==> src/rtl/ftn_pkg.sv <==
// Package for the focus tab-order navigator: command codes, FSM states,
// and the structs passed between controller, datapath and top level.
// No dependencies.
`default_nettype none

package ftn_pkg;

    typedef enum logic [1:0] {
        MODE_CLEAR  = 2'd0,
        MODE_ADD    = 2'd1,
        MODE_SELECT = 2'd2,
        MODE_KEY    = 2'd3
    } ftn_mode_t;

    typedef enum logic [1:0] {
        PRESS_UP    = 2'd0,
        PRESS_DOWN  = 2'd1,
        PRESS_OK    = 2'd2,
        PRESS_OTHER = 2'd3
    } ftn_press_t;

    typedef enum logic [2:0] {
        ST_IDLE,
        ST_EXEC,
        ST_SCAN,
        ST_COMMIT,
        ST_RESULT
    } ftn_state_t;

    // Tab index of an element that cannot take focus (-1 as 8 bits)
    localparam logic [7:0] TAB_NONE = 8'hFF;
    // Search origin when nothing is hovered: below all (up), above all (down)
    localparam logic signed [8:0] PREV_UP_NONE   = -9'sd1;
    localparam logic signed [8:0] PREV_DOWN_NONE = 9'sd255;
    // Nearest-distance start value; a distance of this size never wins
    localparam logic [7:0] DIFF_NONE = 8'hFF;

    typedef struct packed {
        ftn_mode_t   mode;
        logic [7:0]  elem_tab;
        ftn_press_t  press_kind;
        logic        toggle_flag;
        logic        select_value;
    } ftn_item_t;

    typedef struct packed {
        logic        hover_valid;
        logic [3:0]  hover_slot;
        logic        dispatch;
        logic        selected;
        logic        add_rejected;
    } ftn_result_t;

    typedef struct packed {
        logic capture;
        logic exec;
        logic scan_step;
        logic commit;
        logic load_out;
    } ftn_cmd_t;

    typedef struct packed {
        logic move_req;
        logic scan_done;
    } ftn_status_t;

endpackage

`default_nettype wire

==> src/rtl/ftn_ifs.sv <==
// Valid/ready channel interfaces for command words and result words.
// Depends on nothing; payload fields are plain logic.
`default_nettype none

interface ftn_req_if;
    logic              valid;
    logic              ready;
    logic [1:0]        mode;
    logic signed [7:0] elem_tab;
    logic [1:0]        press_kind;
    logic              toggle_flag;
    logic              select_value;

    modport source (output valid, mode, elem_tab, press_kind, toggle_flag, select_value,
                    input ready);
    modport sink   (input valid, mode, elem_tab, press_kind, toggle_flag, select_value,
                    output ready);
endinterface

interface ftn_rsp_if;
    logic       valid;
    logic       ready;
    logic       hover_valid;
    logic [3:0] hover_slot;
    logic       dispatch;
    logic       selected;
    logic       add_rejected;

    modport source (output valid, hover_valid, hover_slot, dispatch, selected, add_rejected,
                    input ready);
    modport sink   (input valid, hover_valid, hover_slot, dispatch, selected, add_rejected,
                    output ready);
endinterface

`default_nettype wire

==> src/rtl/ftn_ctrl.sv <==
// Controller FSM of the focus tab-order navigator: sequences capture,
// execution, table scan, commit and result hand-off. Uses ftn_pkg.
`default_nettype none

module ftn_ctrl (
    input  logic              clk,
    input  logic              rst_n,
    input  logic              in_valid,
    output logic              in_ready,
    output logic              out_valid,
    input  logic              out_ready,
    input  ftn_pkg::ftn_status_t st,
    output ftn_pkg::ftn_cmd_t    cmd
);
    import ftn_pkg::*;

    ftn_state_t state_reg;
    ftn_state_t state_next;
    logic       out_valid_reg;
    logic       out_valid_next;
    logic       out_free;

    assign out_free = !out_valid_reg || out_ready;

    always_comb
    begin
        state_next = state_reg;
        case (state_reg)
            ST_IDLE:   if (in_valid) state_next = ST_EXEC;
            ST_EXEC:   state_next = st.move_req ? ST_SCAN : ST_RESULT;
            ST_SCAN:   if (st.scan_done) state_next = ST_COMMIT;
            ST_COMMIT: state_next = ST_RESULT;
            ST_RESULT: if (out_free) state_next = ST_IDLE;
            default:   state_next = ST_IDLE;
        endcase
    end

    always_comb
    begin
        cmd       = '0;
        in_ready  = 1'b0;
        case (state_reg)
            ST_IDLE:
            begin
                in_ready    = 1'b1;
                cmd.capture = in_valid;
            end
            ST_EXEC:   cmd.exec = 1'b1;
            ST_SCAN:   cmd.scan_step = 1'b1;
            ST_COMMIT: cmd.commit = 1'b1;
            ST_RESULT: cmd.load_out = out_free;
            default:   cmd = '0;
        endcase
    end

    // Hold the result word until taken; reload only when the slot frees
    always_comb
    begin
        out_valid_next = out_valid_reg;
        if (cmd.load_out)
            out_valid_next = 1'b1;
        else if (out_ready)
            out_valid_next = 1'b0;
    end

    assign out_valid = out_valid_reg;

    always_ff @(posedge clk or negedge rst_n)
    begin
        if (!rst_n)
        begin
            state_reg     <= ST_IDLE;
            out_valid_reg <= 1'b0;
        end
        else
        begin
            state_reg     <= state_next;
            out_valid_reg <= out_valid_next;
        end
    end

    a_accept_exec: assert property (@(posedge clk) disable iff (!rst_n)
        (state_reg == ST_IDLE && in_valid) |=> state_reg == ST_EXEC)
        else $error("accepted word not executed next cycle");

    a_scan_commit: assert property (@(posedge clk) disable iff (!rst_n)
        (state_reg == ST_SCAN && st.scan_done) |=> state_reg == ST_COMMIT)
        else $error("finished scan not committed");

    a_result_out: assert property (@(posedge clk) disable iff (!rst_n)
        (state_reg == ST_RESULT && out_free) |=> (out_valid_reg && state_reg == ST_IDLE))
        else $error("result word not presented");

endmodule

`default_nettype wire

==> src/rtl/ftn_datapath.sv <==
// Datapath of the focus tab-order navigator: tab table memory, hover and
// selection state, nearest/wrap scan unit and result register. Uses ftn_pkg.
`default_nettype none

module ftn_datapath #(
    parameter int MAX_ELEMENTS = 16
) (
    input  logic                 clk,
    input  logic                 rst_n,
    input  ftn_pkg::ftn_cmd_t    cmd,
    input  ftn_pkg::ftn_item_t   item,
    output ftn_pkg::ftn_status_t st,
    output ftn_pkg::ftn_result_t result
);
    import ftn_pkg::*;

    localparam int AW = (MAX_ELEMENTS > 1) ? $clog2(MAX_ELEMENTS) : 1;
    localparam int CW = $clog2(MAX_ELEMENTS + 1);
    localparam logic [CW-1:0] COUNT_FULL = CW'(MAX_ELEMENTS);

    logic [7:0] tab_mem [0:MAX_ELEMENTS-1];
    logic [7:0] rd_data_reg;

    ftn_item_t   item_reg;
    ftn_result_t result_reg;
    ftn_result_t result_next;

    logic [CW-1:0]     count_reg, count_next;
    logic              hover_present_reg, hover_present_next;
    logic [AW-1:0]     hover_idx_reg, hover_idx_next;
    logic [7:0]        hover_tab_reg, hover_tab_next;
    logic              sel_reg, sel_next;
    logic              dispatch_reg, dispatch_next;
    logic              rejected_reg, rejected_next;
    logic              up_reg, up_next;
    logic signed [8:0] prev_reg, prev_next;
    logic [CW-1:0]     ptr_reg, ptr_next;
    logic              chk_valid_reg, chk_valid_next;
    logic [AW-1:0]     chk_idx_reg, chk_idx_next;
    logic              near_found_reg, near_found_next;
    logic [7:0]        near_diff_reg, near_diff_next;
    logic [AW-1:0]     near_idx_reg, near_idx_next;
    logic [7:0]        near_val_reg, near_val_next;
    logic              wrap_found_reg, wrap_found_next;
    logic [AW-1:0]     wrap_idx_reg, wrap_idx_next;
    logic [7:0]        wrap_val_reg, wrap_val_next;

    logic              wr_en;
    logic              issue;
    logic              is_move;
    logic              is_cand;
    logic              beyond;
    logic              wrap_better;
    logic signed [8:0] t9;
    logic signed [8:0] wv9;
    logic signed [9:0] t10;
    logic signed [9:0] p10;
    logic signed [9:0] diff10;
    logic [7:0]        d8;
    logic [AW+3:0]     slot_ext;

    // Table memory: one write port (append), one registered read port (scan)
    always_ff @(posedge clk)
    begin
        if (wr_en)
            tab_mem[count_reg[AW-1:0]] <= item_reg.elem_tab;
        rd_data_reg <= tab_mem[ptr_reg[AW-1:0]];
    end

    assign issue   = ptr_reg < count_reg;
    assign is_move = item_reg.mode == MODE_KEY
                     && (item_reg.press_kind == PRESS_UP || item_reg.press_kind == PRESS_DOWN)
                     && !(hover_present_reg && sel_reg);
    assign wr_en   = cmd.exec && item_reg.mode == MODE_ADD && count_reg < COUNT_FULL;

    assign st.move_req  = is_move;
    assign st.scan_done = !issue && !chk_valid_reg;

    // Candidate evaluation on the word read last cycle
    assign t9      = {rd_data_reg[7], rd_data_reg};
    assign wv9     = {wrap_val_reg[7], wrap_val_reg};
    assign t10     = {{2{rd_data_reg[7]}}, rd_data_reg};
    assign p10     = {prev_reg[8], prev_reg};
    assign diff10  = up_reg ? (t10 - p10) : (p10 - t10);
    assign d8      = diff10[7:0];
    assign is_cand = rd_data_reg != TAB_NONE;
    assign beyond  = up_reg ? (t9 > prev_reg) : (t9 < prev_reg);
    assign wrap_better = !wrap_found_reg || (up_reg ? (t9 < wv9) : (t9 > wv9));

    always_comb
    begin
        count_next         = count_reg;
        hover_present_next = hover_present_reg;
        hover_idx_next     = hover_idx_reg;
        hover_tab_next     = hover_tab_reg;
        sel_next           = sel_reg;
        dispatch_next      = dispatch_reg;
        rejected_next      = rejected_reg;
        up_next            = up_reg;
        prev_next          = prev_reg;
        ptr_next           = ptr_reg;
        chk_valid_next     = chk_valid_reg;
        chk_idx_next       = chk_idx_reg;
        near_found_next    = near_found_reg;
        near_diff_next     = near_diff_reg;
        near_idx_next      = near_idx_reg;
        near_val_next      = near_val_reg;
        wrap_found_next    = wrap_found_reg;
        wrap_idx_next      = wrap_idx_reg;
        wrap_val_next      = wrap_val_reg;

        if (cmd.exec)
        begin
            dispatch_next = 1'b0;
            rejected_next = 1'b0;
            case (item_reg.mode)
                MODE_CLEAR:
                begin
                    count_next         = '0;
                    hover_present_next = 1'b0;
                    hover_idx_next     = '0;
                    sel_next           = 1'b0;
                end
                MODE_ADD:
                begin
                    if (count_reg < COUNT_FULL)
                        count_next = count_reg + CW'(1);
                    else
                        rejected_next = 1'b1;
                end
                MODE_SELECT:
                    sel_next = item_reg.toggle_flag ? !sel_reg : item_reg.select_value;
                MODE_KEY:
                begin
                    if (item_reg.press_kind == PRESS_UP || item_reg.press_kind == PRESS_DOWN)
                        dispatch_next = hover_present_reg && sel_reg;
                    else
                        dispatch_next = hover_present_reg;
                end
                default:
                    dispatch_next = 1'b0;
            endcase

            // Arm the scan from the current hover
            if (is_move)
            begin
                up_next = item_reg.press_kind == PRESS_UP;
                if (hover_present_reg)
                    prev_next = {hover_tab_reg[7], hover_tab_reg};
                else
                    prev_next = (item_reg.press_kind == PRESS_UP) ? PREV_UP_NONE
                                                                  : PREV_DOWN_NONE;
                ptr_next        = '0;
                chk_valid_next  = 1'b0;
                near_found_next = 1'b0;
                near_diff_next  = DIFF_NONE;
                wrap_found_next = 1'b0;
            end
        end

        if (cmd.scan_step)
        begin
            chk_valid_next = issue;
            chk_idx_next   = ptr_reg[AW-1:0];
            if (issue)
                ptr_next = ptr_reg + CW'(1);
            if (chk_valid_reg && is_cand)
            begin
                if (beyond && d8 < near_diff_reg)
                begin
                    near_found_next = 1'b1;
                    near_diff_next  = d8;
                    near_idx_next   = chk_idx_reg;
                    near_val_next   = rd_data_reg;
                end
                if (wrap_better)
                begin
                    wrap_found_next = 1'b1;
                    wrap_idx_next   = chk_idx_reg;
                    wrap_val_next   = rd_data_reg;
                end
            end
        end

        if (cmd.commit)
        begin
            hover_present_next = near_found_reg || wrap_found_reg;
            if (near_found_reg)
            begin
                hover_idx_next = near_idx_reg;
                hover_tab_next = near_val_reg;
            end
            else if (wrap_found_reg)
            begin
                hover_idx_next = wrap_idx_reg;
                hover_tab_next = wrap_val_reg;
            end
            else
                hover_idx_next = '0;
        end
    end

    assign slot_ext = {4'b0000, hover_idx_reg};

    always_comb
    begin
        result_next              = result_reg;
        if (cmd.load_out)
        begin
            result_next.hover_valid  = hover_present_reg;
            result_next.hover_slot   = hover_present_reg ? slot_ext[3:0] : 4'd0;
            result_next.dispatch     = dispatch_reg;
            result_next.selected     = sel_reg;
            result_next.add_rejected = rejected_reg;
        end
    end

    assign result = result_reg;

    always_ff @(posedge clk or negedge rst_n)
    begin
        if (!rst_n)
        begin
            count_reg         <= '0;
            hover_present_reg <= 1'b0;
            hover_idx_reg     <= '0;
            sel_reg           <= 1'b0;
            ptr_reg           <= '0;
            chk_valid_reg     <= 1'b0;
            near_found_reg    <= 1'b0;
            wrap_found_reg    <= 1'b0;
        end
        else
        begin
            count_reg         <= count_next;
            hover_present_reg <= hover_present_next;
            hover_idx_reg     <= hover_idx_next;
            sel_reg           <= sel_next;
            ptr_reg           <= ptr_next;
            chk_valid_reg     <= chk_valid_next;
            near_found_reg    <= near_found_next;
            wrap_found_reg    <= wrap_found_next;
        end
    end

    always_ff @(posedge clk)
    begin
        if (cmd.capture)
            item_reg <= item;
        result_reg    <= result_next;
        hover_tab_reg <= hover_tab_next;
        dispatch_reg  <= dispatch_next;
        rejected_reg  <= rejected_next;
        up_reg        <= up_next;
        prev_reg      <= prev_next;
        chk_idx_reg   <= chk_idx_next;
        near_diff_reg <= near_diff_next;
        near_idx_reg  <= near_idx_next;
        near_val_reg  <= near_val_next;
        wrap_idx_reg  <= wrap_idx_next;
        wrap_val_reg  <= wrap_val_next;
    end

    a_count_bound: assert property (@(posedge clk) disable iff (!rst_n)
        count_reg <= COUNT_FULL)
        else $error("entry count beyond table depth");

    a_hover_in_table: assert property (@(posedge clk) disable iff (!rst_n)
        hover_present_reg |-> CW'(hover_idx_reg) < count_reg)
        else $error("hover points past the filled table");

    a_full_reject: assert property (@(posedge clk) disable iff (!rst_n)
        (cmd.exec && item_reg.mode == MODE_ADD && count_reg == COUNT_FULL)
        |=> (rejected_reg && count_reg == COUNT_FULL))
        else $error("add on full table not rejected");

endmodule

`default_nettype wire

==> src/rtl/focus_tab_order_navigator.sv <==
// Top level of the focus tab-order navigator: joins controller and datapath
// to the command and result channels. Uses ftn_pkg, ftn_ifs, ftn_ctrl, ftn_datapath.
//
// One command word in, one result word out. Clear, add and select words,
// and key presses that do not move focus, pass from acceptance through the
// execute and result states. An up or down press that moves focus scans the
// filled part of the tab table through the table memory's single read port,
// one entry per cycle, tracking the nearest candidate and the wrap candidate
// together, then commits the new hover before its result. The next word is
// taken as soon as the previous one is done, while its result may still wait
// in the output register. Table contents are undefined after reset and are
// never cleared; only entries below the fill count are ever used by the scan.
`default_nettype none

module focus_tab_order_navigator #(
    parameter int MAX_ELEMENTS = 16
) (
    input  logic         clk,
    input  logic         rst_n,
    ftn_req_if.sink      req,
    ftn_rsp_if.source    rsp
);
    import ftn_pkg::*;

    ftn_cmd_t    cmd;
    ftn_status_t st;
    ftn_item_t   item;
    ftn_result_t result;

    // Pack the command word fields into the item struct
    assign item.mode         = ftn_mode_t'(req.mode);
    assign item.elem_tab     = req.elem_tab;
    assign item.press_kind   = ftn_press_t'(req.press_kind);
    assign item.toggle_flag  = req.toggle_flag;
    assign item.select_value = req.select_value;

    ftn_ctrl u_ctrl (
        .clk       (clk),
        .rst_n     (rst_n),
        .in_valid  (req.valid),
        .in_ready  (req.ready),
        .out_valid (rsp.valid),
        .out_ready (rsp.ready),
        .st        (st),
        .cmd       (cmd)
    );

    ftn_datapath #(
        .MAX_ELEMENTS (MAX_ELEMENTS)
    ) u_datapath (
        .clk    (clk),
        .rst_n  (rst_n),
        .cmd    (cmd),
        .item   (item),
        .st     (st),
        .result (result)
    );

    // Drive the result word from the datapath's output register
    assign rsp.hover_valid  = result.hover_valid;
    assign rsp.hover_slot   = result.hover_slot;
    assign rsp.dispatch     = result.dispatch;
    assign rsp.selected     = result.selected;
    assign rsp.add_rejected = result.add_rejected;

endmodule

`default_nettype wire
==> src/flat_wrapper.sv <==
// flat-port wrapper written by rule: the top's interface ports become plain ports
module focus_tab_order_navigator_flat import ftn_pkg::*;
#(
    parameter int MAX_ELEMENTS = 16
)
  (clk, rst_n, req_valid, req_mode, req_elem_tab, req_press_kind, req_toggle_flag, req_select_value, req_ready, rsp_valid, rsp_hover_valid, rsp_hover_slot, rsp_dispatch, rsp_selected, rsp_add_rejected, rsp_ready);
  ftn_req_if req_i ();
  ftn_rsp_if rsp_i ();
  input  logic clk;
  input  logic rst_n;
  input wire logic [$bits(req_i.valid)-1:0] req_valid;
  input wire logic [$bits(req_i.mode)-1:0] req_mode;
  input wire logic [$bits(req_i.elem_tab)-1:0] req_elem_tab;
  input wire logic [$bits(req_i.press_kind)-1:0] req_press_kind;
  input wire logic [$bits(req_i.toggle_flag)-1:0] req_toggle_flag;
  input wire logic [$bits(req_i.select_value)-1:0] req_select_value;
  output wire logic [$bits(req_i.ready)-1:0] req_ready;
  output wire logic [$bits(rsp_i.valid)-1:0] rsp_valid;
  output wire logic [$bits(rsp_i.hover_valid)-1:0] rsp_hover_valid;
  output wire logic [$bits(rsp_i.hover_slot)-1:0] rsp_hover_slot;
  output wire logic [$bits(rsp_i.dispatch)-1:0] rsp_dispatch;
  output wire logic [$bits(rsp_i.selected)-1:0] rsp_selected;
  output wire logic [$bits(rsp_i.add_rejected)-1:0] rsp_add_rejected;
  input wire logic [$bits(rsp_i.ready)-1:0] rsp_ready;
  assign req_i.valid = req_valid;
  assign req_i.mode = req_mode;
  assign req_i.elem_tab = req_elem_tab;
  assign req_i.press_kind = req_press_kind;
  assign req_i.toggle_flag = req_toggle_flag;
  assign req_i.select_value = req_select_value;
  assign req_ready = req_i.ready;
  assign rsp_valid = rsp_i.valid;
  assign rsp_hover_valid = rsp_i.hover_valid;
  assign rsp_hover_slot = rsp_i.hover_slot;
  assign rsp_dispatch = rsp_i.dispatch;
  assign rsp_selected = rsp_i.selected;
  assign rsp_add_rejected = rsp_i.add_rejected;
  assign rsp_i.ready = rsp_ready;
  focus_tab_order_navigator #(.MAX_ELEMENTS(MAX_ELEMENTS)) u_core (.clk(clk), .rst_n(rst_n), .req(req_i), .rsp(rsp_i));
endmodule
==> config.mk <==
export PLATFORM = sky130hd
export DESIGN_NAME = focus_tab_order_navigator_flat
export DESIGN_NICKNAME = d
export VERILOG_FILES = /design/src/rtl/ftn_pkg.sv /design/src/rtl/ftn_ifs.sv /design/src/rtl/ftn_ctrl.sv /design/src/rtl/ftn_datapath.sv /design/src/rtl/focus_tab_order_navigator.sv /design/src/flat_wrapper.sv
export SDC_FILE = /design/constraint.sdc
export NUM_CORES = 1
export LEC_CHECK = 0
export ABC_CLOCK_PERIOD_IN_PS = 7000
export BUFFER_PORTS_ARGS = -buffer_cell sky130_fd_sc_hd__clkbuf_2
export CAP_MARGIN = 30
export CORE_AREA = 2 2 132 134
export CTS_CLUSTER_DIAMETER = 60
export DETAILED_ROUTE_END_ITERATION = 8
export DIE_AREA = 0 0 134 136
export PLACE_DENSITY = 0.77
export RECOVER_POWER = 100
export SETUP_SLACK_MARGIN = 0.2
export SLEW_MARGIN = 0
export SYNTH_ARGS = -nofsm -noshare
export SYNTH_HDL_FRONTEND = slang
export SYNTH_SLANG_ARGS = --single-unit
==> constraint.sdc <==
create_clock -name clk -period 7 [get_ports clk]
set_input_delay 0.7 -clock clk [delete_from_list [all_inputs] [get_ports clk]]
set_output_delay 0.7 -clock clk [all_outputs]
set_load 0.03 [all_outputs]
* After elaboration in Yosys (flattened, before gate mapping)
Memory sizes are Yosys's and may differ from the RTL's. A register that Yosys moved wholly into a read port is not among the register bits. Cells that the tools add are included.
Operators by class: equal/unequal tests 13, add/sub/neg operators 4, multiply operators 0, bitwise operators 0, $lt $le $gt $ge 7, reduce and logical (&&, ||, !) cells 38, shift-type cells 0, mux-type cells 58, div/mod/pow operators 0
Operators with widths (number):
- $mux W8 | 8
- $mux W1 | 31
- $mux W5 | 5
- $mux W4 | 5
- $mux W9 | 2
- $lt A8 B8 Y1 | 2
- $reduce_bool A2 Y1 | 8
- $sub A8 B8 Y8 | 2
- $pmux W3 S5 | 1
- $mux W3 | 4
- $reduce_and A3 Y1 | 4
- $add A5 B1 Y5 const B | 2
- $pmux W5 S2 | 1
- $reduce_and A2 Y1 | 5
- $gt A8 B9 Y1 | 1
- $lt A8 B9 Y1 | 1
- $gt A8 B8 Y1 | 1
- $logic_and A1 B1 Y1 | 8
- $ne A8 B8 Y1 const B | 1
- $eq A3 B2 Y1 const B | 2
- $logic_not A1 Y1 | 6
- $lt A5 B5 Y1 | 1
- $lt A5 B5 Y1 const B | 1
- $eq A2 B1 Y1 const B | 2
- 9 further kinds | 16
Word-level totals: word-level logic and storage cells 152, bits of input ports 18, register bits 101, memory bits (writable) 128, memories kept 1, bits in latches 0, memory bits (read-only) 0, output and inout port bits 10
Memories:
- u_core.u_datapath.tab_mem | words 16, width 8, rd ports 1, clocked after memory_dff 1, write ports 1, line ftn_datapath.sv:21 | logic [7:0] tab_mem [0:MAX_ELEMENTS-1];

* Depth between registers and ports, before layout
Gate-level depths: netlist of run 1.
depth in word-level cells 9, depth in mapped cells 16, gate-level depth less buffers 16

* By module
Synthesis of run 1 repeated with hierarchy kept, for this count alone.
Unflattened totals: cell total of the unflattened synthesis 630, area total of the unflattened synthesis 10063.4 um2
Modules (own cells, without submodules):
- ftn_datapath | area each 9818.2 um2, sequential area each 6741.5 um2, times used 1, cells an instance 606
- ftn_ctrl | area each 245.2 um2, sequential area each 100.1 um2, times used 1, cells an instance 24

* Least setup slack after synthesis of run 1
OpenSTA, ideal clock, no wires.
path kind flip-flop to flip-flop, from reg u_core.u_datapath.prev_reg[0], to reg u_core.u_datapath.near_idx_reg[0], enable pin, buffers on the path 0, clock period less this slack 3.726 ns, arrival time 3.382 ns, setup time 0.344 ns, cell stages (with the launch flop) 17, data required time 6.656 ns, setup slack 3.274 ns, path through edfxtp_1 -> inv_1 -> ha_1 -> inv_1 -> fa_1 -> a21o_1 -> a221o_1 -> a211o_1 -> o21ai_2 -> xnor2_1 -> ha_1 -> a21o_1 -> a21o_1 -> a211oi_1 -> a21boi_2 -> o21ai_4 -> inv_1
Between the ends: cells in the longest elaborated chain, start to end 5, elaborated cells on any way between the ends 9, classes of those cells 2 x add/sub; 3 x order compare; 2 x mux; 2 x reduce/logical
Ends and longest elaborated chain:
- start: declaration | line ftn_datapath.sv:36 | logic signed [8:0] prev_reg, prev_next;
- start signal: assignment | line ftn_datapath.sv:255 | prev_reg <= prev_next;
- $sub A8 B8 Y8 | line ftn_datapath.sv:84 | assign diff10 = up_reg ? (t10 - p10) : (p10 - t10);
- $mux W8 | line ftn_datapath.sv:84
- $lt A8 B8 Y1 | line ftn_datapath.sv:169 | if (beyond && d8 < near_diff_reg)
- $logic_and A1 B1 Y1 (*) | line ftn_datapath.sv:169
- $reduce_and A3 Y1 (no line) (*)
- end signal: assignment | line ftn_datapath.sv:258 | near_idx_reg <= near_idx_next;
- end: declaration | line ftn_datapath.sv:42 | logic [AW-1:0] near_idx_reg, near_idx_next;
Every way passes the cells marked *; elsewhere a longest branch is shown, timed or not. A chain may end at the register's enable or synchronous reset.

* Final worst setup path of run 1
from reg u_core.u_datapath.prev_reg[0], to reg u_core.u_datapath.near_idx_reg[3], enable pin
Same word-level chain as after synthesis.

==> flow_summary.rst, run 1 <==
.. list-table::
   :header-rows: 1

   * - Metric
     - Value
   * - Result of the run
     - complete, but fails checks
   * - Violations in the final reports
     - max-capacitance violations, max-slew violations
   * - GR Util met2
     - 0.399
   * - Vias in the first global route
     - 5598
   * - Die Ht
     - 136 um
   * - Number of placed I/O pins
     - 28
   * - Maximum net fanout on the critical path
     - 12
   * - Via count
     - 5366
   * - Synth Warn #
     - 0
   * - Power density cells
     - 366 nW/um^2
   * - Layout filler cell count
     - 1138
   * - Setup slack on the worst flop-to-flop path
     - 2270 ps
   * - Average footprint of a synthesized cell
     - 16.0 sq um
   * - CP arrival
     - 4880 ps
   * - Final weighted congestion of routability-driven global placement
     - 0.831
   * - Die ar.
     - 18200 sq um
   * - Static Leakage
     - 4.00 nW
   * - Number of storage elements in the synthesis netlist
     - 237
   * - TritonCTS clock tree
     - yes
   * - Fin. Hold Viols
     - 0
   * - Final-layout setup total negative slack
     - 0 ps
   * - Wire length of the first global-routing pass
     - 30.5 mm
   * - DR DRC count
     - 0
   * - Clock transition at the registers of the reported paths
     - 60 ps
   * - Critical path endpoint category
     - register
   * - Worst IR drop on VDD
     - 326 uV
   * - Total of buffers placed on input and output ports
     - 27
   * - Combined area of the multi-input logic cells
     - 2820 sq um
   * - First-pass iteration count of the detailed router
     - 5
   * - Sinks on the clock net
     - 237
   * - Synth unique cells
     - 50
   * - Number of flip-flops under the largest register name
     - 128
   * - TritonCTS Buffers
     - 25
   * - Start-to-end type of the worst setup path
     - reg2reg
   * - Unrepaired setup endpoints after global routing
     - false
   * - Post-layout minimum cycle time
     - 4730 ps
   * - Count of hold buffers inserted by post-cts repair
     - 0
   * - Post-Syn Instances
     - 623
   * - Post-Synthesis Net Count
     - 683
   * - Data required time of the critical path
     - 7150 ps
   * - GRT overflow
     - 0
   * - Number of antenna violations at the first check in global routing
     - 0
   * - Clock Tree Root
     - clkbuf_16
   * - Initial core utilization
     - 0.591
   * - Max Clock Freq
     - 0.212 GHz
   * - Pin count of the biggest net entering global routing
     - 39
   * - Diodes inserted
     - 0
   * - Sequential element share of the synthesized area
     - 0.686
   * - Routed Antenna Nets
     - 0
   * - Buffers from clock root to sink, at most
     - 3
   * - Worst Skew
     - 9.41 ps
   * - Mapped cell area
     - 9970 sq um
   * - Met3 GRT Util
     - 0.0410
   * - Share of flip-flops with an asynchronous set or reset after synthesis
     - 0.0970
   * - Wire length per cell after detailed routing
     - 21.3 um
   * - Count of max-cap constraint violations
     - 2
   * - Met1 usage in global routing
     - 0.276
   * - Worst setup slack before clock tree synthesis
     - 2810 ps
   * - GRT busiest layer
     - met2
   * - Tightest Pin Transition
     - 2850 ps
   * - Most common cell after layout, fill and taps aside
     - edfxtp_1
   * - Total Nets Final
     - 724
   * - Total wire length
     - 19.3 mm
   * - Combined global-route utilization of all metal layers
     - 0.223
   * - Final count of pins violating max slew
     - 77
   * - Class of the tightest hold or removal check
     - in2reg
   * - Most frequent cells in the layout
     - 198 x edfxtp_1, 52 x nand2_1, 45 x inv_1
   * - Number of DRC markers in iteration 0
     - 485
   * - Number of synthesized flops with an enable pin
     - 198
   * - Syn-to-layout area delta
     - 11.2%
   * - Commonest register cell after synthesis
     - edfxtp_1
   * - Category of the worst setup path launch point
     - register
   * - Sequential cell area in the final layout
     - 6840 sq um
   * - H-Tree Level Count
     - 1
   * - Post-DR vias/cell
     - 5.91
   * - Final setup vio count
     - 0
   * - Max transition margin
     - -0.898
   * - Core region area
     - 16900 sq um
   * - Final worst-path setup slack
     - 2270 ps
   * - Number of buffers inserted to repair setup after CTS
     - 0
   * - Detailed Place HPWL
     - 12.4 mm
   * - Ratio of cells with drive above 1 in the final layout
     - 0.154
   * - Post-cts repair resize count
     - 0
   * - Final Cycle Share
     - 0.675
   * - Horizontal die dimension
     - 134 um
   * - Worst skew pair latency
     - 510 ps
   * - Number of placement rows
     - 48
[power by group]
group | total, mW | internal (mW) | leakage (nW) | switching (mW)
clock | 1.31 | 0.776 | 0.412 | 0.531
sequential | 1.90 | 1.73 | 2.22 | 0.169
combinational | 0.843 | 0.376 | 1.36 | 0.467
total | 4.05 | 2.88 | 4.00 | 1.17
[worst paths after layout]
check                      depth (start not counted)                      startpoint                                 to
max in group asynchronous                          1                           rst_n       u_core.u_datapath.ptr_reg[0]
hold reg to reg                                    0  u_core.u_datapath.dispatch_reg        u_core.u_datapath.result[2]
setup reg to reg                                  16   u_core.u_datapath.prev_reg[0]  u_core.u_datapath.near_idx_reg[3]
setup / recovery                                  16   u_core.u_datapath.prev_reg[0]  u_core.u_datapath.near_idx_reg[3]
min in group asynchronous                          1                           rst_n         u_core.u_ctrl.state_reg[0]
hold / removal                                     1                req_select_value      u_core.u_datapath.item_reg[0]
[area by class of cell]
cell class,count,area share
Multi-Input combinational cell,320,0.254
Tap cell,225,0.0254
Clock buffer,31,0.0622
Timing Repair Buffer,35,0.0133
Sequential cell,237,0.618
Clock inverter,15,0.0120
Inverter,45,0.0152
[Yosys cell counts, types with 9 or more instances]
cell	number	area (sq um)
nand2_1	52	195
clkbuf_1	12	45.0
nand2b_1	13	81.3
inv_1	45	169
dfxtp_1	16	320
dfrtp_1	23	576
a21oi_1	10	50.1
mux2_2	10	113
nor2_1	28	105
nand3_1	9	45.0
mux4_2	40	901
edfxtp_1	198	5950
ha_1	40	500
o21ai_0	27	135
[critical path, cell delays in order (launching register included)]
cell      delay (ps)
edfxtp_1         410
inv_1             80
ha_1             150
inv_1             70
fa_1             450
a21o_1           190
a221o_1          330
a211o_1          280
o21ai_0          100
xnor2_1          180
ha_1             280
a21o_1           160
a21o_1           170
a211oi_1         210
a21boi_0         180
o21ai_0          500
inv_1            620
[per-layer routing]
metal  vias up  part of all wire
li1       2438                 -
met2       180              0.52
met1      2705              0.39
met3        43             0.055
met5         -                 0
met4         0             0.030
[stage by stage]
stage / total power [mW] / hold slack [ps] / instances / cell area [sq um] / util
6_report: 4.05 / 359 / 908 / 11100 / 0.657
5_1_grt: 4.24 / 345 / 908 / 11100 / 0.657
4_1_cts: 4.08 / 186 / 908 / 11200 / 0.662
3_5_place_dp: 2.78 / 425 / 862 / 10300 / 0.613
3_3_place_gp: 2.73 / 411 / 861 / 10300 / 0.613
2_1_floorplan: 2.53 / 400 / 623 / 9970 / -
[kinds of logic after synthesis]
kind of cell | share of synthesized area
AOI/OAI and AO/OA | 0.0570
xor gates and xnor gates | 0.00615
adders and majority gates | 0.0542
buffers and inverters | 0.0269
DFF | 0.686
muxes | 0.105
and+or+nand+nor | 0.0646
Power figures use the tool's default switching activity.
==> run 2: changes to the inputs <==
--- a/config.mk
+++ b/config.mk
@@ -5,14 +5,14 @@
 export SDC_FILE = /design/constraint.sdc
 export NUM_CORES = 1
 export LEC_CHECK = 0
-export ABC_CLOCK_PERIOD_IN_PS = 7000
+export ABC_CLOCK_PERIOD_IN_PS = 4100
 export BUFFER_PORTS_ARGS = -buffer_cell sky130_fd_sc_hd__clkbuf_2
 export CAP_MARGIN = 30
-export CORE_AREA = 2 2 132 134
+export CORE_AREA = 2 2 137 139
 export CTS_CLUSTER_DIAMETER = 60
 export DETAILED_ROUTE_END_ITERATION = 8
-export DIE_AREA = 0 0 134 136
-export PLACE_DENSITY = 0.77
+export DIE_AREA = 0 0 139 141
+export PLACE_DENSITY = 0.75
 export RECOVER_POWER = 100
 export SETUP_SLACK_MARGIN = 0.2
 export SLEW_MARGIN = 0
==> constraint.sdc (replaced) <==
create_clock -name clk -period 4.1 [get_ports clk]
set_input_delay 0.41 -clock clk [delete_from_list [all_inputs] [get_ports clk]]
set_output_delay 0.41 -clock clk [all_outputs]
set_load 0.03 [all_outputs]
==> run 2 against run 1 <==
The flow still finishes with violations (max-capacitance violations, max-slew violations). Critical path type unchanged. Count of clock-buffer cells in the layout fell by 3. Clock skew rose by 7.2 ps. Setup slack got worse by 2000 ps. Sequential power rose by 74%. Worst hold slack got worse by 290 ps. Critical endpoint is now u_core.u_datapath.near_val_reg[0]. Design area rose by 1.1%. Register-to-register slack got worse by 2000 ps. Sequential cell count did not move.
==> flow_summary.rst, run 2 (synthesis gave the netlist of run 1 again) <==
.. list-table::
   :header-rows: 1

   * - Metric
     - Value
   * - Worst setup slack before clock tree synthesis
     - 123 ps (-2680 ps)
   * - Clock transition at the registers of the reported paths
     - 60 ps (about the same)
   * - CP arrival
     - 4070 ps (-810 ps)
   * - Initial core utilization
     - 0.546 (-0.0450)
   * - Cell-by-cell listing of the critical path
     - ha_1 -> inv_1 -> fa_2 -> a21o_1 -> a221o_1 -> a211o_1 -> o21ai_2 -> xnor2_1 -> ha_1 -> a21o_1 -> a21o_1 -> a211oi_2 -> a21boi_4 -> o21ai_4 -> inv_1 -> clkbuf_16
   * - Post-layout minimum cycle time
     - 3840 ps (-883 ps)
   * - Final count of pins violating max slew
     - 37 (-52%)
   * - Clock Tree Root
     - clkbuf_16
   * - Data required time of the critical path
     - 4330 ps (-2820 ps)
   * - Combinational group share of total power
     - 0.204 (-0.004)
   * - Hold Path Depth
     - 1 (unchanged)
   * - Sinks on the clock net
     - 237 (unchanged)
   * - Unrepaired setup endpoints after global routing
     - false
   * - TritonCTS clock tree
     - yes
   * - Number of flip-flops under the largest register name
     - 128 (unchanged)
   * - Via count
     - 5397 (+0.58%)
   * - Total of buffers placed on input and output ports
     - 27 (unchanged)
   * - Critical register-to-register path startpoint
     - u_core.u_datapath.rd_data_reg[0]
   * - Proportion of power drawn by flip-flops and latches
     - 0.473 (+0.004)
   * - Combined global-route utilization of all metal layers
     - 0.203 (-0.0202)
   * - Switching Power
     - 2.00 mW (+71%)
   * - DR DRC count
     - 0 (unchanged)
   * - TritonCTS Buffers
     - 24 (-4.0%)
   * - Buffering stage count on the worst path with inverters included
     - 3 (unchanged)
   * - Pin count of the biggest net entering global routing
     - 37 (-5.1%)
   * - Critical path endpoint category
     - register
   * - Top cell family by delay on the critical path
     - compound AO/OA/AOI/OAI gates
   * - Worst skew pair latency
     - 510 ps (about the same)
   * - Internal power contribution
     - 4.97 mW (+72%)
   * - Max Clock Freq
     - 0.260 GHz (+23%)
   * - Most common cell after layout, fill and taps aside
     - edfxtp_1
   * - Count of max-cap constraint violations
     - 1 (-1)
   * - Clock network fraction of total power
     - 0.323 (about the same)
   * - Syn-to-layout area delta
     - 12.4%
   * - Class of the tightest hold or removal check
     - in2reg
   * - Worst hold path startpoint
     - req_mode[0]
   * - GR Util met2
     - 0.365 (-0.0338)
   * - Number of DRC markers in iteration 0
     - 470 (-3.1%)
   * - Setup slack on the worst flop-to-flop path
     - 260 ps (-2020 ps)
   * - Capturing point of the worst reg2reg path
     - u_core.u_datapath.near_val_reg[0]
   * - GRT overflow
     - 0 (unchanged)
   * - Number of placement rows
     - 50 (+4.2%)
   * - H-Tree Level Count
     - 1 (unchanged)
   * - Cell type with the highest occurrence count on the critical path
     - a21o_1
   * - Total Nets Final
     - 730 (+0.83%)
   * - First-pass iteration count of the detailed router
     - 5 (unchanged)
   * - Max stage delay on crit path
     - 410 ps (-210 ps)
   * - Maximum net fanout on the critical path
     - 6 (-6)
   * - Violations in the final reports
     - max-capacitance violations, max-slew violations
   * - Most frequent cells in the layout
     - 198 x edfxtp_1, 52 x nand2_1, 45 x inv_1
   * - Final-layout setup total negative slack
     - 0 ps (unchanged)
   * - Routed Antenna Nets
     - 0 (unchanged)
   * - Number of antenna violations at the first check in global routing
     - 0 (unchanged)
   * - Start-to-end type of the worst setup path
     - reg2reg
   * - Core region area
     - 18300 sq um (+8.2%)
   * - Total power draw
     - 6.97 mW (+72%)
   * - WHS Endpoint
     - u_core.u_datapath.item_reg[12]
   * - Buffers from clock root to sink, at most
     - 3 (unchanged)
   * - Worst IR drop on VDD
     - 464 uV (+42%)
   * - Ratio of cells with drive above 1 in the final layout
     - 0.161 (+0.00760)
   * - Met1 usage in global routing
     - 0.265 (-0.0106)
   * - Met3 GRT Util
     - 0.0272 (-0.0138)
   * - Detailed Place HPWL
     - 12.5 mm (+0.91%)
   * - Switching fraction of total power
     - 0.287 (-0.00151)
   * - Vias in the first global route
     - 5569 (-0.52%)
   * - Total wire length
     - 19.5 mm (+1.1%)
   * - Category of the worst setup path launch point
     - register
   * - Wire length per cell after detailed routing
     - 21.2 um (-0.44%)
   * - Post-DR vias/cell
     - 5.85 (-0.95%)
   * - Final worst-path setup slack
     - 256 ps (-2020 ps)
   * - Diodes inserted
     - 0 (unchanged)
   * - Worst Skew
     - 16.6 ps (+7.22 ps)
   * - GRT busiest layer
     - met2
   * - Horizontal die dimension
     - 139 um (+3.7%)
   * - Final Cycle Share
     - 0.938 (+0.262)
   * - Static Leakage
     - 4.02 nW (+0.70%)
   * - Tightest Pin Transition
     - 2200 ps (-643 ps)
   * - Die Ht
     - 141 um (+3.7%)
   * - Max transition margin
     - -0.469 (+0.428)
   * - R2R depth
     - 16 (unchanged)
   * - Power density cells
     - 622 nW/um^2 (+70%)
   * - Fin. Hold Viols
     - 0 (unchanged)
   * - Slowest library cell on the worst path
     - dfxtp_1
   * - Final setup vio count
     - 0 (unchanged)
   * - Die ar.
     - 19600 sq um (+7.5%)
   * - Wire length of the first global-routing pass
     - 30.7 mm (+0.73%)
   * - Number of placed I/O pins
     - 28 (unchanged)
   * - Result of the run
     - complete, but fails checks
   * - Final weighted congestion of routability-driven global placement
     - 0.821 (-1.2%)
-- run 2: final cells by class --
class / instances / area [sq um]
fill: 1297 / 7060
sequential: 237 / 6840
multi-input combinational: 320 / 2850
clock buffer: 28 / 647
tap: 234 / 293
timing repair buffer: 42 / 221
clock inverter: 16 / 181
inverter: 45 / 169
-- run 2: worst max-delay path by stage --
| stage | endpoint | cells after the start | slack (ps) | start |
|---|---|---|---|---|
| detailed placement | u_core.u_datapath.near_idx_reg[2] | 17 | 120 | u_core.u_datapath.prev_reg[0] |
| CTS | u_core.u_datapath.near_val_reg[1] | 17 | 250 | u_core.u_datapath.prev_reg[0] |
| finish | u_core.u_datapath.near_val_reg[0] | 16 | 260 | u_core.u_datapath.rd_data_reg[0] |
| floorplan | u_core.u_datapath.near_idx_reg[0] | 16 | 370 | u_core.u_datapath.prev_reg[0] |
| global route | u_core.u_datapath.near_diff_reg[7] | 16 | 130 | u_core.u_datapath.rd_data_reg[0] |
| global placement | u_core.u_datapath.near_idx_reg[3] | 17 | 260 | u_core.u_datapath.prev_reg[0] |
-- run 2: power by group through the flow --
stage	registers [mW]	logic [mW]	clock network, mW
2_1_floorplan	3.20	1.12	0
3_5_place_dp	3.35	1.40	0
4_1_cts	3.30	1.42	2.28
3_3_place_gp	3.33	1.34	0
5_1_grt	3.34	1.56	2.37
6_report	3.30	1.42	2.25
-- run 2: layer usage --
layer	part of all wire	vias up	routed length, um
met4	0.020	0	384
met2	0.52	183	10200
met5	0	-	0
li1	-	2450	-
met3	0.045	26	872
met1	0.41	2738	8090
-- run 2: repair_timing --
action,in CTS,in global routing
setup buffers,2,1
gates resized for setup,1,8
endpoints found under the setup margin,12,19
pin swaps,0,5
hold buffers,1,0
cloned,0,1
hold endpoints to repair,23,0
-- run 2: metrics by stage --
step                utilization  hold WS, ps  std cells  cell area, sq um
floorplan                     -          114        623              9970
global placement          0.567          403        872             10400
detailed placement        0.568          405        873             10400
CTS                       0.615         60.6        920             11200
global route              0.613         61.9        922             11200
finish                    0.613         70.5        922             11200
==> run 3: changes to the inputs <==
--- a/config.mk
+++ b/config.mk
@@ -8,12 +8,10 @@
 export ABC_CLOCK_PERIOD_IN_PS = 4100
 export BUFFER_PORTS_ARGS = -buffer_cell sky130_fd_sc_hd__clkbuf_2
 export CAP_MARGIN = 30
-export CORE_AREA = 2 2 137 139
+export CORE_AREA = 2 2 186 188
 export CTS_CLUSTER_DIAMETER = 60
 export DETAILED_ROUTE_END_ITERATION = 8
-export DIE_AREA = 0 0 139 141
-export PLACE_DENSITY = 0.75
-export RECOVER_POWER = 100
+export DIE_AREA = 0 0 188 190
 export SETUP_SLACK_MARGIN = 0.2
 export SLEW_MARGIN = 0
 export SYNTH_ARGS = -nofsm -noshare
==> run 3 against run 2 <==
Core utilization down 27 points. Critical endpoint is now u_core.u_datapath.near_val_reg[7]. Sequential share of layout area down 2.1 points. Maximum frequency rose by 4.8%. Critical path type unchanged. The flow now finishes without violations. Largest cell class unchanged.
==> flow_summary.rst, run 3 (synthesis gave the netlist of run 1 again) <==
.. list-table::
   :header-rows: 1

   * - Metric
     - Value
   * - Sinks on the clock net
     - 237 (unchanged)
   * - Final worst-path setup slack
     - 432 ps (+176 ps)
   * - Ratio of cells with drive above 1 in the final layout
     - 0.212 (+0.0507)
   * - Wire length per cell after detailed routing
     - 16.5 um (-22%)
   * - Total Nets Final
     - 741 (+1.5%)
   * - Die ar.
     - 35700 sq um (+82%)
   * - Via count
     - 5178 (-4.1%)
   * - Max Clock Freq
     - 0.273 GHz (+4.8%)
   * - TritonCTS Buffers
     - 24 (unchanged)
   * - Pin count of the biggest net entering global routing
     - 37 (unchanged)
   * - Tightest Pin Transition
     - 971 ps (-1230 ps)
   * - Count of max-cap constraint violations
     - 0 (-1)
   * - Clock network fraction of total power
     - 0.311 (-0.012)
   * - Combined area of the multi-input logic cells
     - 2900 sq um (+1.6%)
   * - Worst IR drop on VDD
     - 294 uV (-37%)
   * - Cell type with the highest occurrence count on the critical path
     - a21o_1
   * - Diodes inserted
     - 0 (unchanged)
   * - CP arrival
     - 3900 ps (-170 ps)
   * - Number of gates on the worst path with buffers counted
     - 17 (+1)
   * - Most frequent cells in the layout
     - 198 x edfxtp_1, 52 x nand2_1, 44 x inv_1
   * - Buffers from clock root to sink, at most
     - 3 (unchanged)
   * - Final setup vio count
     - 0 (unchanged)
   * - Number of placement rows
     - 68 (+36%)
   * - Number of placed I/O pins
     - 28 (unchanged)
   * - TritonCTS clock tree
     - yes
   * - Max transition margin
     - 0.350 (+0.819)
   * - First-pass iteration count of the detailed router
     - 4 (-1)
   * - Total of buffers placed on input and output ports
     - 27 (unchanged)
   * - Detailed Place HPWL
     - 12.9 mm (+3.5%)
   * - Sequential cell area in the final layout
     - 6840 sq um (about the same)
   * - Total wire length
     - 19.1 mm (-2.3%)
   * - Cell-by-cell listing of the critical path
     - inv_1 -> ha_2 -> inv_1 -> fa_2 -> a21o_1 -> a221o_1 -> a211o_1 -> o21ai_2 -> xnor2_2 -> ha_1 -> a21o_1 -> a21o_1 -> a211oi_2 -> a21boi_4 -> o21ai_4 -> inv_2 -> clkbuf_16
   * - Final Cycle Share
     - 0.895 (-0.0430)
   * - Critical path endpoint category
     - register
   * - Clock Tree Root
     - clkbuf_16
   * - Slowest library cell on the worst path
     - edfxtp_1
   * - R2R depth
     - 17 (+1)
   * - Number of DRC markers in iteration 0
     - 342 (-27%)
   * - Top cell family by delay on the critical path
     - compound AO/OA/AOI/OAI gates
   * - Final count of pins violating max slew
     - 0 (-100%)
   * - Unrepaired setup endpoints after global routing
     - false
   * - Static Leakage
     - 4.14 nW (+2.8%)
   * - Layout filler cell count
     - 3229 (+150%)
   * - Syn-to-layout area delta
     - 16.4%
   * - Final-layout setup total negative slack
     - 0 ps (unchanged)
   * - Data required time of the critical path
     - 4330 ps (about the same)
   * - Cell Count Post-Placement
     - 1100 (+26%)
   * - Combinational group share of total power
     - 0.223 (+0.019)
   * - Horizontal die dimension
     - 188 um (+35%)
   * - Post-layout minimum cycle time
     - 3670 ps (-176 ps)
   * - Core region area
     - 33900 sq um (+86%)
   * - Switching Power
     - 2.01 mW (+0.35%)
   * - Worst setup slack before clock tree synthesis
     - 242 ps (+119 ps)
   * - Switching fraction of total power
     - 0.291 (+0.00428)
   * - H-Tree Level Count
     - 1 (unchanged)
   * - Combined global-route utilization of all metal layers
     - 0.108 (-0.0943)
   * - Routed Antenna Nets
     - 0 (unchanged)
   * - Filler-free cell count of the finished design
     - 1153 (+25%)
   * - Post-DR vias/cell
     - 4.49 (-23%)
   * - Category of the worst setup path launch point
     - register
   * - Initial core utilization
     - 0.294 (-0.252)
   * - Power density cells
     - 594 nW/um^2 (-4.5%)
   * - Most common cell after layout, fill and taps aside
     - edfxtp_1
   * - Clock transition at the registers of the reported paths
     - 60 ps (about the same)
   * - Fin. Hold Viols
     - 0 (unchanged)
   * - Buffering stage count on the worst path with inverters included
     - 4 (+1)
   * - Worst skew pair latency
     - 520 ps (about the same)
   * - Internal power contribution
     - 4.89 mW (-1.7%)
   * - Max stage delay on crit path
     - 390 ps (-20 ps)
   * - Class of the tightest hold or removal check
     - in2reg
   * - DR DRC count
     - 0 (unchanged)
   * - GRT overflow
     - 0 (unchanged)
   * - Maximum net fanout on the critical path
     - 6 (unchanged)
   * - Die Ht
     - 190 um (+35%)
   * - Proportion of power drawn by flip-flops and latches
     - 0.465 (-0.008)
   * - Worst Skew
     - 17.3 ps (+0.658 ps)
   * - Number of antenna violations at the first check in global routing
     - 0 (unchanged)
   * - Vias in the first global route
     - 5181 (-7.0%)
   * - Final weighted congestion of routability-driven global placement
     - 0.754 (-8.2%)
   * - Result of the run
     - complete, no violations
   * - Wire length of the first global-routing pass
     - 30.0 mm (-2.1%)
   * - Start-to-end type of the worst setup path
     - reg2reg
   * - Number of flip-flops under the largest register name
     - 128 (unchanged)
   * - Hold Path Depth
     - 1 (unchanged)
-- run 3: changes by cell type in the layout (fill, tap and decap cells not counted), moves of 2 or more --
cell | before | now
and2_1 | 3 | 6
and2_0 | 3 | 0
clkinvlp_4 | 3 | 1
clkbuf_2 | 17 | 27
buf_4 | 1 | 21
bufinv_16 | 4 | 2
clkbuf_1 | 23 | 4
clkinv_2 | 0 | 2
-- run 3: worst register-to-register path, stage by stage, from the launching register on --
cell and delay (ps):
edfxtp_1 390, inv_1 70, ha_2 160, inv_1 50, fa_2 360, a21o_1 200
a221o_1 290, a211o_1 270, o21ai_2 80, xnor2_2 140, ha_1 260, a21o_1 150
a21o_1 180, a211oi_2 150, a21boi_4 230, o21ai_4 110, inv_2 140, clkbuf_16 160
-- run 3: cell type report --
cell class              instances  share of cell area
clock buffers                  30              0.0564
clock inverters                13             0.00992
inverters                      45              0.0146
multi-input cells             321               0.250
flip-flops and latches        237               0.590
well taps                     455              0.0491
repair buffers                 52              0.0304
-- run 3: stage by stage --
stage	hold WS, ps	utilization	area, sq um	power (mW)
after floorplan	114	-	9970	4.32
after global placement	412	0.315	10700	4.77
after detailed placement	405	0.315	10700	4.79
after CTS	45.9	0.338	11500	6.95
after global routing	46.8	0.342	11600	7.26
final	64.3	0.342	11600	6.89
-- run 3: worst paths after layout --
check	to	slack [ps]	startpoint
hold reg to reg	u_core.u_datapath.result[2]	420	u_core.u_datapath.dispatch_reg
max in group asynchronous	u_core.u_datapath.ptr_reg[0]	3170	rst_n
setup / recovery	u_core.u_datapath.near_val_reg[7]	430	u_core.u_datapath.prev_reg[0]
hold / removal	u_core.u_datapath.item_reg[8]	60	req_elem_tab[4]
setup reg to reg	u_core.u_datapath.near_val_reg[7]	430	u_core.u_datapath.prev_reg[0]
min in group asynchronous	u_core.u_datapath.count_reg[0]	450	rst_n
-- run 3: layer usage --
layer  share of wire  vias to the layer above  global-route usage  wire [um]
met4           0.019                        0              0.0297        365
met5               0                        -                   0          0
li1                -                     2480                   -          -
met2            0.47                       99               0.176       8990
met3           0.042                       24              0.0183        800
met1            0.47                     2575               0.150       8910
-- run 3: power groups by stage --
stage          Combinational [mW]  Clock, mW  Sequential (mW)
6_report                     1.54       2.14             3.21
5_1_grt                      1.73       2.29             3.25
4_1_cts                      1.54       2.20             3.21
3_5_place_dp                 1.53          0             3.26
3_3_place_gp                 1.52          0             3.25
2_1_floorplan                1.12          0             3.20
-- run 3: what timing repair did --
item                       CTS  global route
hold endpoints to repair    23             0
buffers inserted             0             7
setup endpoints to repair    0            19
hold buffers                 1             0
resized for setup            0             6
